==> config.mk <==
export PLATFORM = sky130hd
export DESIGN_NAME = indexed_list_insert_remove
export DESIGN_NICKNAME = d
export VERILOG_FILES = /design/src/sv/ilir_pkg.sv /design/src/sv/ilir_ram.sv /design/src/sv/ilir_seq.sv /design/src/sv/indexed_list_insert_remove.sv
export SDC_FILE = /design/constraint.sdc
export NUM_CORES = 2
export LEC_CHECK = 0
export BUFFER_PORTS_ARGS = -buffer_cell sky130_fd_sc_hd__buf_4
export CAP_MARGIN = 20
export CORE_MARGIN = 2
export CORE_UTILIZATION = 50
export DETAILED_ROUTE_END_ITERATION = 8
export PLACE_DENSITY = 0.68
export SYNTH_ARGS = -nofsm -noshare
export SYNTH_HDL_FRONTEND = slang
export SYNTH_SLANG_ARGS = --single-unit
==> constraint.sdc <==
create_clock -name clk -period 5.9 [get_ports clk]
set_input_delay 0.59 -clock clk [delete_from_list [all_inputs] [get_ports clk]]
set_output_delay 0.59 -clock clk [all_outputs]
set_load 0.05 [all_outputs]
==> src/sv/ilir_pkg.sv <==
// Shared types and constants for the indexed list block.
// No dependencies; used by the sequencer, the top level and the checker.
package ilir_pkg;

  localparam int CAPACITY_DEF = 64;

  localparam int CMD_W = 3;
  localparam int IDX_W = 7;
  localparam int VAL_W = 32;
  localparam int CNT_W = 7;
  localparam int ST_W  = 2;

  localparam logic [CMD_W-1:0] CMD_READ   = 3'd0;
  localparam logic [CMD_W-1:0] CMD_WRITE  = 3'd1;
  localparam logic [CMD_W-1:0] CMD_APPEND = 3'd2;
  localparam logic [CMD_W-1:0] CMD_INSERT = 3'd3;
  localparam logic [CMD_W-1:0] CMD_REMOVE = 3'd4;

  localparam logic [ST_W-1:0] ST_OK    = 2'd0;
  localparam logic [ST_W-1:0] ST_RANGE = 2'd1;
  localparam logic [ST_W-1:0] ST_FULL  = 2'd2;
  localparam logic [ST_W-1:0] ST_BAD   = 2'd3;

  typedef struct packed {
    logic [ST_W-1:0]  status;
    logic [CNT_W-1:0] item_count;
    logic [VAL_W-1:0] read_value;
  } res_t;

endpackage

==> src/sv/ilir_ram.sv <==
// Generic single-write, single-read synchronous RAM with registered read data.
// No dependencies.
module ilir_ram #(
  parameter int WIDTH = 32,
  parameter int DEPTH = 64
) (
  input  logic                     clk,
  input  logic                     we,
  input  logic [$clog2(DEPTH)-1:0] waddr,
  input  logic [WIDTH-1:0]         wdata,
  input  logic [$clog2(DEPTH)-1:0] raddr,
  output logic [WIDTH-1:0]         rdata
);

  logic [WIDTH-1:0] mem [DEPTH];

  always_ff @(posedge clk) begin
    if (we) begin
      mem[waddr] <= wdata;
    end
    rdata <= mem[raddr];
  end

endmodule

==> src/sv/ilir_seq.sv <==
// Command sequencer: checks each command, then walks the entry RAM one entry per
// cycle for read, insert and remove shifts. Depends on ilir_pkg.
module ilir_seq #(
  parameter int CAPACITY = ilir_pkg::CAPACITY_DEF
) (
  input  logic                                clk,
  input  logic                                rst,
  input  logic                                in_valid,
  output logic                                in_ready,
  input  logic [ilir_pkg::CMD_W-1:0]          in_cmd,
  input  logic [ilir_pkg::IDX_W-1:0]          in_idx,
  input  logic [ilir_pkg::VAL_W-1:0]          in_val,
  output logic                                res_valid,
  input  logic                                res_ready,
  output ilir_pkg::res_t                      res,
  output logic                                ram_we,
  output logic [$clog2(CAPACITY)-1:0]         ram_waddr,
  output logic [ilir_pkg::VAL_W-1:0]          ram_wdata,
  output logic [$clog2(CAPACITY)-1:0]         ram_raddr,
  input  logic [ilir_pkg::VAL_W-1:0]          ram_rdata
);

  localparam int AW = $clog2(CAPACITY);
  localparam int CW = $clog2(CAPACITY + 1);
  localparam int XW = CW + ilir_pkg::IDX_W;
  localparam logic [CW-1:0] CAP = CW'(CAPACITY);

  localparam logic [1:0] S_IDLE = 2'd0;
  localparam logic [1:0] S_SCAN = 2'd1;
  localparam logic [1:0] S_TAIL = 2'd2;
  localparam logic [1:0] S_FIN  = 2'd3;

  logic [1:0]                 state;
  logic [ilir_pkg::CMD_W-1:0] op;
  logic [AW-1:0]              tgt;
  logic [AW-1:0]              stop;
  logic [AW-1:0]              ptr;
  logic                       pend;
  logic [AW-1:0]              pend_addr;
  logic [ilir_pkg::VAL_W-1:0] val;
  logic [ilir_pkg::ST_W-1:0]  status;
  logic [ilir_pkg::VAL_W-1:0] rd_value;
  logic [CW-1:0]              count;

  logic [XW-1:0] idx_ext;
  logic [XW-1:0] cnt_ext;
  logic [CW-1:0] cnt_m1;
  logic [CW-1:0] cnt_after;
  logic [XW-1:0] cnt_after_ext;
  logic          full;
  logic          idx_lt;
  logic          idx_gt;
  logic          accept;
  logic          fin_go;
  logic          st_ok;

  assign idx_ext = {{CW{1'b0}}, in_idx};
  assign cnt_ext = {{ilir_pkg::IDX_W{1'b0}}, count};
  assign cnt_m1  = count - CW'(1);
  assign full    = (count == CAP);
  assign idx_lt  = (idx_ext < cnt_ext);
  assign idx_gt  = (idx_ext > cnt_ext);

  assign in_ready  = (state == S_IDLE);
  assign accept    = in_valid && in_ready;
  assign res_valid = (state == S_FIN);
  assign fin_go    = res_valid && res_ready;
  assign st_ok     = (status == ilir_pkg::ST_OK);

  always_comb begin
    cnt_after = count;
    if (st_ok && (op == ilir_pkg::CMD_INSERT || op == ilir_pkg::CMD_APPEND)) begin
      cnt_after = count + CW'(1);
    end else if (st_ok && op == ilir_pkg::CMD_REMOVE) begin
      cnt_after = cnt_m1;
    end
  end

  assign cnt_after_ext  = {{ilir_pkg::IDX_W{1'b0}}, cnt_after};
  assign res.read_value = rd_value;
  assign res.item_count = cnt_after_ext[ilir_pkg::CNT_W-1:0];
  assign res.status     = status;

  // One write port: final store on completion, else the shift write-back of
  // the entry read in the previous cycle.
  always_comb begin
    ram_we    = 1'b0;
    ram_waddr = tgt;
    ram_wdata = val;
    ram_raddr = ptr;
    if (fin_go && st_ok && (op == ilir_pkg::CMD_WRITE || op == ilir_pkg::CMD_APPEND ||
                            op == ilir_pkg::CMD_INSERT)) begin
      ram_we = 1'b1;
    end else if (pend && op == ilir_pkg::CMD_INSERT) begin
      ram_we    = 1'b1;
      ram_waddr = pend_addr + AW'(1);
      ram_wdata = ram_rdata;
    end else if (pend && op == ilir_pkg::CMD_REMOVE && pend_addr != tgt) begin
      ram_we    = 1'b1;
      ram_waddr = pend_addr - AW'(1);
      ram_wdata = ram_rdata;
    end
  end

  always_ff @(posedge clk) begin
    if (rst) begin
      state <= S_IDLE;
      count <= '0;
      pend  <= 1'b0;
    end else begin
      // read and remove return the entry at the index
      if (pend && op != ilir_pkg::CMD_INSERT && pend_addr == tgt) begin
        rd_value <= ram_rdata;
      end
      case (state)
        S_IDLE: begin
          if (accept) begin
            op       <= in_cmd;
            val      <= in_val;
            rd_value <= '0;
            pend     <= 1'b0;
            tgt      <= idx_ext[AW-1:0];
            status   <= ilir_pkg::ST_OK;
            state    <= S_FIN;
            case (in_cmd)
              ilir_pkg::CMD_READ: begin
                if (idx_lt) begin
                  ptr   <= idx_ext[AW-1:0];
                  stop  <= idx_ext[AW-1:0];
                  state <= S_SCAN;
                end else begin
                  status <= ilir_pkg::ST_RANGE;
                end
              end
              ilir_pkg::CMD_WRITE: begin
                if (!idx_lt) begin
                  status <= ilir_pkg::ST_RANGE;
                end
              end
              ilir_pkg::CMD_APPEND: begin
                tgt <= count[AW-1:0];
                if (full) begin
                  status <= ilir_pkg::ST_FULL;
                end
              end
              ilir_pkg::CMD_INSERT: begin
                if (idx_gt) begin
                  status <= ilir_pkg::ST_RANGE;
                end else if (full) begin
                  status <= ilir_pkg::ST_FULL;
                end else if (idx_lt) begin
                  // shift down from the top entry to the index
                  ptr   <= cnt_m1[AW-1:0];
                  stop  <= idx_ext[AW-1:0];
                  state <= S_SCAN;
                end
              end
              ilir_pkg::CMD_REMOVE: begin
                if (idx_lt) begin
                  ptr   <= idx_ext[AW-1:0];
                  stop  <= cnt_m1[AW-1:0];
                  state <= S_SCAN;
                end else begin
                  status <= ilir_pkg::ST_RANGE;
                end
              end
              default: begin
              end
            endcase
          end
        end
        S_SCAN: begin
          pend      <= 1'b1;
          pend_addr <= ptr;
          if (ptr == stop) begin
            state <= S_TAIL;
          end else if (op == ilir_pkg::CMD_INSERT) begin
            ptr <= ptr - AW'(1);
          end else begin
            ptr <= ptr + AW'(1);
          end
        end
        S_TAIL: begin
          pend  <= 1'b0;
          state <= S_FIN;
        end
        S_FIN: begin
          if (res_ready) begin
            count <= cnt_after;
            state <= S_IDLE;
          end
        end
        default: begin
          state <= S_IDLE;
        end
      endcase
    end
  end

endmodule

==> src/sv/indexed_list_insert_remove.sv <==
// Indexed list of signed 32-bit entries held in one synchronous RAM. Write,
// append, insert at the end and failed commands need no scan; read scans the
// entry at the index; remove and insert below the end shift every entry from
// the index to the end through the RAM's single read and write port. A finished
// result sits in an output register, so the next command is taken while it
// waits. Depends on ilir_pkg, ilir_seq and ilir_ram.
module indexed_list_insert_remove #(
  parameter int CAPACITY = ilir_pkg::CAPACITY_DEF
) (
  input  logic        clk,
  input  logic        rst,
  input  logic        s_axis_tvalid,
  output logic        s_axis_tready,
  // [2:0] command, [9:3] index, [41:10] item_value, [47:42] zero
  input  logic [47:0] s_axis_tdata,
  output logic        m_axis_tvalid,
  input  logic        m_axis_tready,
  // [31:0] read_value, [38:32] item_count, [40:39] status, [47:41] zero
  output logic [47:0] m_axis_tdata
);

  localparam int AW = $clog2(CAPACITY);

  logic                       res_valid;
  logic                       res_ready;
  ilir_pkg::res_t             res;
  ilir_pkg::res_t             out_res;
  logic                       ram_we;
  logic [AW-1:0]              ram_waddr;
  logic [ilir_pkg::VAL_W-1:0] ram_wdata;
  logic [AW-1:0]              ram_raddr;
  logic [ilir_pkg::VAL_W-1:0] ram_rdata;

  ilir_seq #(.CAPACITY(CAPACITY)) u_seq (
    .clk       (clk),
    .rst       (rst),
    .in_valid  (s_axis_tvalid),
    .in_ready  (s_axis_tready),
    .in_cmd    (s_axis_tdata[2:0]),
    .in_idx    (s_axis_tdata[9:3]),
    .in_val    (s_axis_tdata[41:10]),
    .res_valid (res_valid),
    .res_ready (res_ready),
    .res       (res),
    .ram_we    (ram_we),
    .ram_waddr (ram_waddr),
    .ram_wdata (ram_wdata),
    .ram_raddr (ram_raddr),
    .ram_rdata (ram_rdata)
  );

  ilir_ram #(.WIDTH(ilir_pkg::VAL_W), .DEPTH(CAPACITY)) u_ram (
    .clk   (clk),
    .we    (ram_we),
    .waddr (ram_waddr),
    .wdata (ram_wdata),
    .raddr (ram_raddr),
    .rdata (ram_rdata)
  );

  assign res_ready = !m_axis_tvalid || m_axis_tready;

  always_ff @(posedge clk) begin
    if (rst) begin
      m_axis_tvalid <= 1'b0;
    end else if (res_ready) begin
      m_axis_tvalid <= res_valid;
    end
  end

  always_ff @(posedge clk) begin
    if (res_ready && res_valid) begin
      out_res <= res;
    end
  end

  assign m_axis_tdata = {7'b0, out_res};

endmodule

; ---- Yosys cells after proc, flatten, opt, wreduce, memory -nomap -nowiden
; Memory sizes are Yosys's and may differ from the RTL's. A register that Yosys moved wholly into a read port is not among the register bits.
; Cells that the tools add are included.
[classes]
addsub = 6
order_cmp = 2
n_eq_ne = 28
n_mux = 44
bitwise_logic = 1
n_reduce_logical = 31
[ops]
columns = op, n
row1 = 32-bit 2-to-1 mux, 6
row2 = 6-bit 2-to-1 mux, 14
row3 = 6-bit one-hot mux with 2 select lines, 2
row4 = 6-bit one-hot mux with 3 select lines, 1
row5 = 2-bit 2-to-1 mux, 8
row6 = "3-bit != test, second input constant", 5
row7 = 7-bit 2-to-1 mux, 2
row8 = "6-bit by 1-bit adder with 6-bit output, second input constant", 2
row9 = "3-bit by 2-bit equality test with 1-bit output, second input constant", 4
row10 = 6-bit equality test, 2
row11 = "6-bit by 1-bit subtractor with 6-bit output, second input constant", 2
row12 = 1-bit logical AND, 11
row13 = 9-bit AND reduction, 1
row14 = "2-bit != test, second input constant", 4
row15 = 2-bit one-hot mux with 4 select lines, 1
row16 = "7-bit by 1-bit adder with 7-bit output, second input constant", 1
row17 = "7-bit equality test, second input constant", 1
row18 = 7-bit greater-than comparator, 1
row19 = 7-bit < comparator, 1
row20 = 1-bit 2-to-1 mux, 7
row21 = 7-bit AND reduction, 1
row22 = "7-bit by 1-bit subtractor with 7-bit output, second input constant", 1
row23 = "3-bit by 1-bit equality test with 1-bit output, second input constant", 2
row24 = "3-bit equality test, second input constant", 2
row25 = other kinds (19), 30
[totals]
regBits = 145
ramBits = 2048
inputBits = 52
out_inout_bits = 50
elab_cells = 128
mem_count = 1
[mem_list]
columns = memory, depth, word_bits, rd, rd_clocked_by_memory_dff, write_ports, line_no
row1 = u_ram.mem, 64, 32, 1, 1, 1, ilir_ram.sv:15  ; logic [WIDTH-1:0] mem [DEPTH];

; ---- Logic depth before layout (Yosys ltp)
[logic_depth]
word_depth = 8
ltp_mapped = 13
ltp_nobuf = 9

; ---- Hierarchy
; A second synthesis with hierarchy kept.
[hier_totals]
cells_unflattened = 4027
area_unflattened_um2 = 85949.9
[by_module_without_submodules]
columns = module, instances, cells_each, area_each_um2, seq_area_each_um2
row1 = ilir_ram, 1, 3504, 78948.2, 62139.6
row2 = ilir_seq, 1, 469, 5659.2, 2992.9
row3 = indexed_list_insert_remove, 1, 54, 1342.5, 1251.2

; ---- Worst setup path before layout
; Ideal clock, no wire load.
[synth_path]
kind = reg2reg
start = reg u_seq.pend_addr[0]
end = mem u_ram.mem[37][0] (enable)
setup_time_ns = 0.513
t_arrival_ns = 5.173
required_time_ns = 5.387
path_slack_ns = 0.213
path_stages_with_launch = 9
n_path_buf = 2
period_less_slack_ns = 5.687
path_cell_list = edfxtp_1 buf_2 xnor2_1 nand4_1 o311a_4 o221ai_2 buf_4 o21ai_1 nor4b_1
[synth_between]
elab_chain_cells = 7
word_cells_on_any_way = 12
classes_between = add/sub (2) / eq/ne (1) / mux (8) / reduce/logical (1)
[synth_rtl]
columns = item, line_no
row1 = "start, declared", ilir_seq.sv:39  ; logic [AW-1:0] pend_addr;
row2 = "start signal, assigned", ilir_seq.sv:174  ; pend_addr <= ptr;
row3 = "parallel branches: the longest is 7 deep, another holds 6-bit by 1-bit subtractor with 6-bit output", --
row4 = "end, declared", ilir_ram.sv:15
; Parallel ways; which one is timed is not known.

; ---- Worst setup path in the final report
[layout_path]
start = reg u_seq.state[1]
end = mem u_ram.mem[36][20] (enable)
[layout_between]
elab_chain_cells = 7
word_cells_on_any_way = 8
classes_between = eq/ne (1) / mux (4) / reduce/logical (3)
[layout_rtl]
columns = item, line_no
row1 = "start, declared", ilir_seq.sv:33  ; logic [1:0] state;
row2 = "start signal, assigned", ilir_seq.sv:107  ; state <= S_IDLE;
row3 = "start signal, assigned", ilir_seq.sv:124  ; state <= S_FIN;
row4 = "start signal, assigned", ilir_seq.sv:130  ; state <= S_SCAN;
row5 = 2-bit equality test (*), ilir_seq.sv:66  ; assign res_valid = (state == S_FIN);
row6 = via res_valid, indexed_list_insert_remove.sv:24  ; logic res_valid;
row7 = 1-bit logical AND (*), ilir_seq.sv:67  ; assign fin_go = res_valid && res_ready;
row8 = 1-bit logical AND (*) (2 in a row), ilir_seq.sv:91  ; if (fin_go && st_ok && (op == ilir_pkg::CMD_WRITE || op == ilir_pkg::CMD_APPEND ||
row9 = 1-bit 2-to-1 mux, ilir_seq.sv:91
row10 = 1-bit 2-to-1 mux, ilir_ram.sv:18  ; if (we) begin
row11 = 1-bit 2-to-1 mux (not written as such), ilir_ram.sv:19  ; mem[waddr] <= wdata;
; The timed path passes the listed nets; every way through them passes the cells marked *.

==> flow_summary_export.csv <==
group,metric,value,unit
run_status,status,"finished, final reports clean",
detailed_routing,drtIter0Drc,5398,
logic_synthesis,ys_warn_count,0,
setup_path,crit_end,"u_ram.mem[36][20]",
clock_tree,clockBufferDepth,3,
worst_hold_path,hold_path_class,"in -> reg",
setup_path,cp.arrival,4.52,ns
place,hpwl,110000,um
timing,finalSetupViolations,0,
setup_path,worstSetupPathDepth,8,
setup_path,worst_setup_path_end_kind,"register",
setup_path,reg2regPathDepth,8,
timing,slew_headroom,15.8,%
place,post-place-cells,5961,
timing,fin_tns_setup,0,ns
global_routing,grt_use_total,23.7,%
setup_path,crit_start,"u_seq.state[1]",
setup_path,critPathLaunchType,"register",
setup_path,required,6.38,ns
setup_path,crit_chain,"ha_1 > nor4b_2 > nand3_2 > o311a_4 > o221ai_2 > nand2_1 > nor3_2 > buf_4",
timing,rsz0062_at_grt,"no",
setup_path,crit_path_max_fanout,13,
final_layout,fill_cells,12019,
logic_synthesis,synth_seq_cells,2225,
global_routing,grt_pass1_vias,40548,
final_layout,final_core_util,57.2,%
clock_tree,cts_tree,"done",
setup_path,cp_num_buf_inv,1,
global_routing,grt_pass1_wl,292000,um
detailed_routing,wl_per_cell,32.2,um
final_layout,layout.nets,4071,
power,powerDensity,371,nW/um^2
setup_path,reg2reg_to,"u_ram.mem[36][20]",
timing,slew_violations,0,
setup_path,crit_path_max_incr_delay,0.87,ns
setup_path,r2r_start,"u_seq.state[1]",
setup_path,path_class,"reg -> reg",
logic_synthesis,yosysUniqueCellTypes,66,
timing,fin_skew,0.0479,ns
job,cap_violations,0,
clock_tree,cts-root-buf,"clkbuf_16",
final_layout,fin_cells,6399,
logic_synthesis,netlist_area,85500,sq um
global_routing,antenna_found_initial,9,
floorplan,chipWidth,418,um
timing,max_freq,248,MHz
floorplan,boundaryPins,102,
detailed_routing,first_pass_iters,5,
setup_path,cp_top_family,"simple AND/OR/NAND/NOR gates",
logic_synthesis,syn_avg_cell_area,23.1,sq um
clock_tree,post_cts_buffers,0,
logic_synthesis,synth_edf_count,2182,
timing,min_period,4.04,ns
logic_synthesis,synth_common_cells,"edfxtp_1 (2,182), mux4_2 (616), nand2_1 (116)",
floorplan,die-area,174000,sq um
logic_synthesis,yosysSeqAreaShare,77.6,%
logic_synthesis,synth_area_leaders,"edfxtp_1 (77%), mux4_2 (16%), dfxtp_1 (1.0%), nand2_1 (0.51%), mux2_2 (0.49%)",
place,gp_congestion,0.839,
logic_synthesis,synth_cells,3710,
detailed_routing,drc,0,
detailed_routing,vias,40605,
setup_path,r2r_slack,1.86,ns
timing,fin_crit_sh,68.5,%
timing,worstMarginPinSlew,1.26,ns
global_routing,grt_max_degree,92,
floorplan,dieHeight,418,um
timing,hold_slack,0.0293,ns
final_layout,drive_gt1_share,30.8,%
clock_tree,cts_sinks,2225,
logic_synthesis,ys.flop_type,"edfxtp_1",
clock_tree,ctsHtreeMaxLevel,4,
power,vdd_drop_max,0.250,mV
logic_synthesis,yosys.area.top_type,"edfxtp_1",
place,numPortBuffers,88,
clock_tree,cts_hold_buf,31,
clock_tree,cts-resized-gates,0,
floorplan,start_util,50.4,%
clock_tree,clock_latency,0.84,ns
floorplan,core_area,170000,sq um
floorplan,rows,151,
detailed_routing,postRouteAntennaNets,0,
clock_tree,cts_inserted_buffers,213,
global_routing,grt-ovfl-total,0,
setup_path,slowest_stage,"nor3_2",
logic_synthesis,synth.most_common_cell,"edfxtp_1",
detailed_routing,wl,206000,um
worst_hold_path,holdPathStages,1,
final_layout,syn_to_final_growth,13.5,%
timing,finalHoldViolCount,0,
power,leakage,30.5,nW
power,power.total,36.0,mW
clock_tree,clk_pin_slew,0.06,ns
detailed_routing,drt-vias-per-instance,6.35,
logic_synthesis,yosysTopAreaCellShare,76.6,%
logic_synthesis,async_flop_share,0,%
kinds of logic after synthesis:
group | after synthesis | share of synthesized area, %
AOI/OAI and AO/OA | 214 | 1.76
xor gates and xnor gates | 33 | 0.338
adders and majority gates | 21 | 0.316
buffers and inverters | 246 | 1.29
DFF | 2225 | 77.6
muxes | 681 | 17.0
other | 1 | 0.00438
and+or+nand+nor | 289 | 1.65
power by group:
part           internal (mW)  switching, mW
sequential              18.1          0.185
combinational           1.48           2.67
clock                   7.78           5.78
metrics by stage:
stage	worst slack [ns]	area, sq um
after CTS	1.93	97000
after global placement	2.07	89700
after detailed placement	1.98	89700
after floorplan	0.213	85500
final	1.86	97100
after global routing	1.71	97100
metal layers:
metal / GRT usage (%) / vias to the layer above / share of wire [%]
met4: 8.96 / 0 / 3.8
met1: 33.8 / 21760 / 39
met2: 37.5 / 2128 / 48
li1: - / 16383 / -
met5: 0 / - / 0
met3: 3.78 / 334 / 9.3
layout by cell type, fill, tap and decap left out, drive strengths merged, types with 24 or more instances in the layout:
master,count
mux2,37
nor3,69
xnor2,26
mux2i,28
clkbuf,269
dfxtp,43
edfxtp,2182
clkinv,88
nand2,116
mux4,616
nor2,34
a21oi,64
inv,49
buf,243
a22oi,40
a221oi,24
dlygate4sd3,31
worst min-delay path by stage:
stage / startpoint / end / slack, ns
after CTS: s_axis_tdata[41] / u_seq.val[31] / 0.005
final: s_axis_tdata[20] / u_seq.val[10] / 0.03
after detailed placement: u_seq.rd_value[9] / m_axis_tdata[9] / 0.44
after global routing: s_axis_tdata[41] / u_seq.val[31] / -0.01
after global placement: u_seq.rd_value[21] / m_axis_tdata[21] / 0.44
after floorplan: u_seq.ram_raddr[0] / u_seq.pend_addr[0] / 0.42
area by class of cell:
type                            instances  area [sq um]  area share (%)
Timing Repair Buffer                  274          2370            2.44
Clock inverter                        126          1320            1.36
Clock buffer                          269          5640            5.81
Multi-Input combinational cell       1245         18500            19.0
Antenna cell                            3          7.51         0.00773
Inverter                               39           146           0.151
Tap cell                             2218          2780            2.86
Sequential cell                      2225         66400            68.4
sequential cells by signal, indices dropped and copies added (netlist names), 3 cells and up:
register and count:
u_ram.mem 2048, m_axis_tdata 41, u_ram.rdata 32, u_seq.rd_value 32, u_seq.val 32, u_seq.count 7, u_seq.pend_addr 6, u_seq.ram_raddr 6
u_seq.stop 6, u_seq.tgt 6, u_seq.op 3
(Power assumes the default switching activity.)
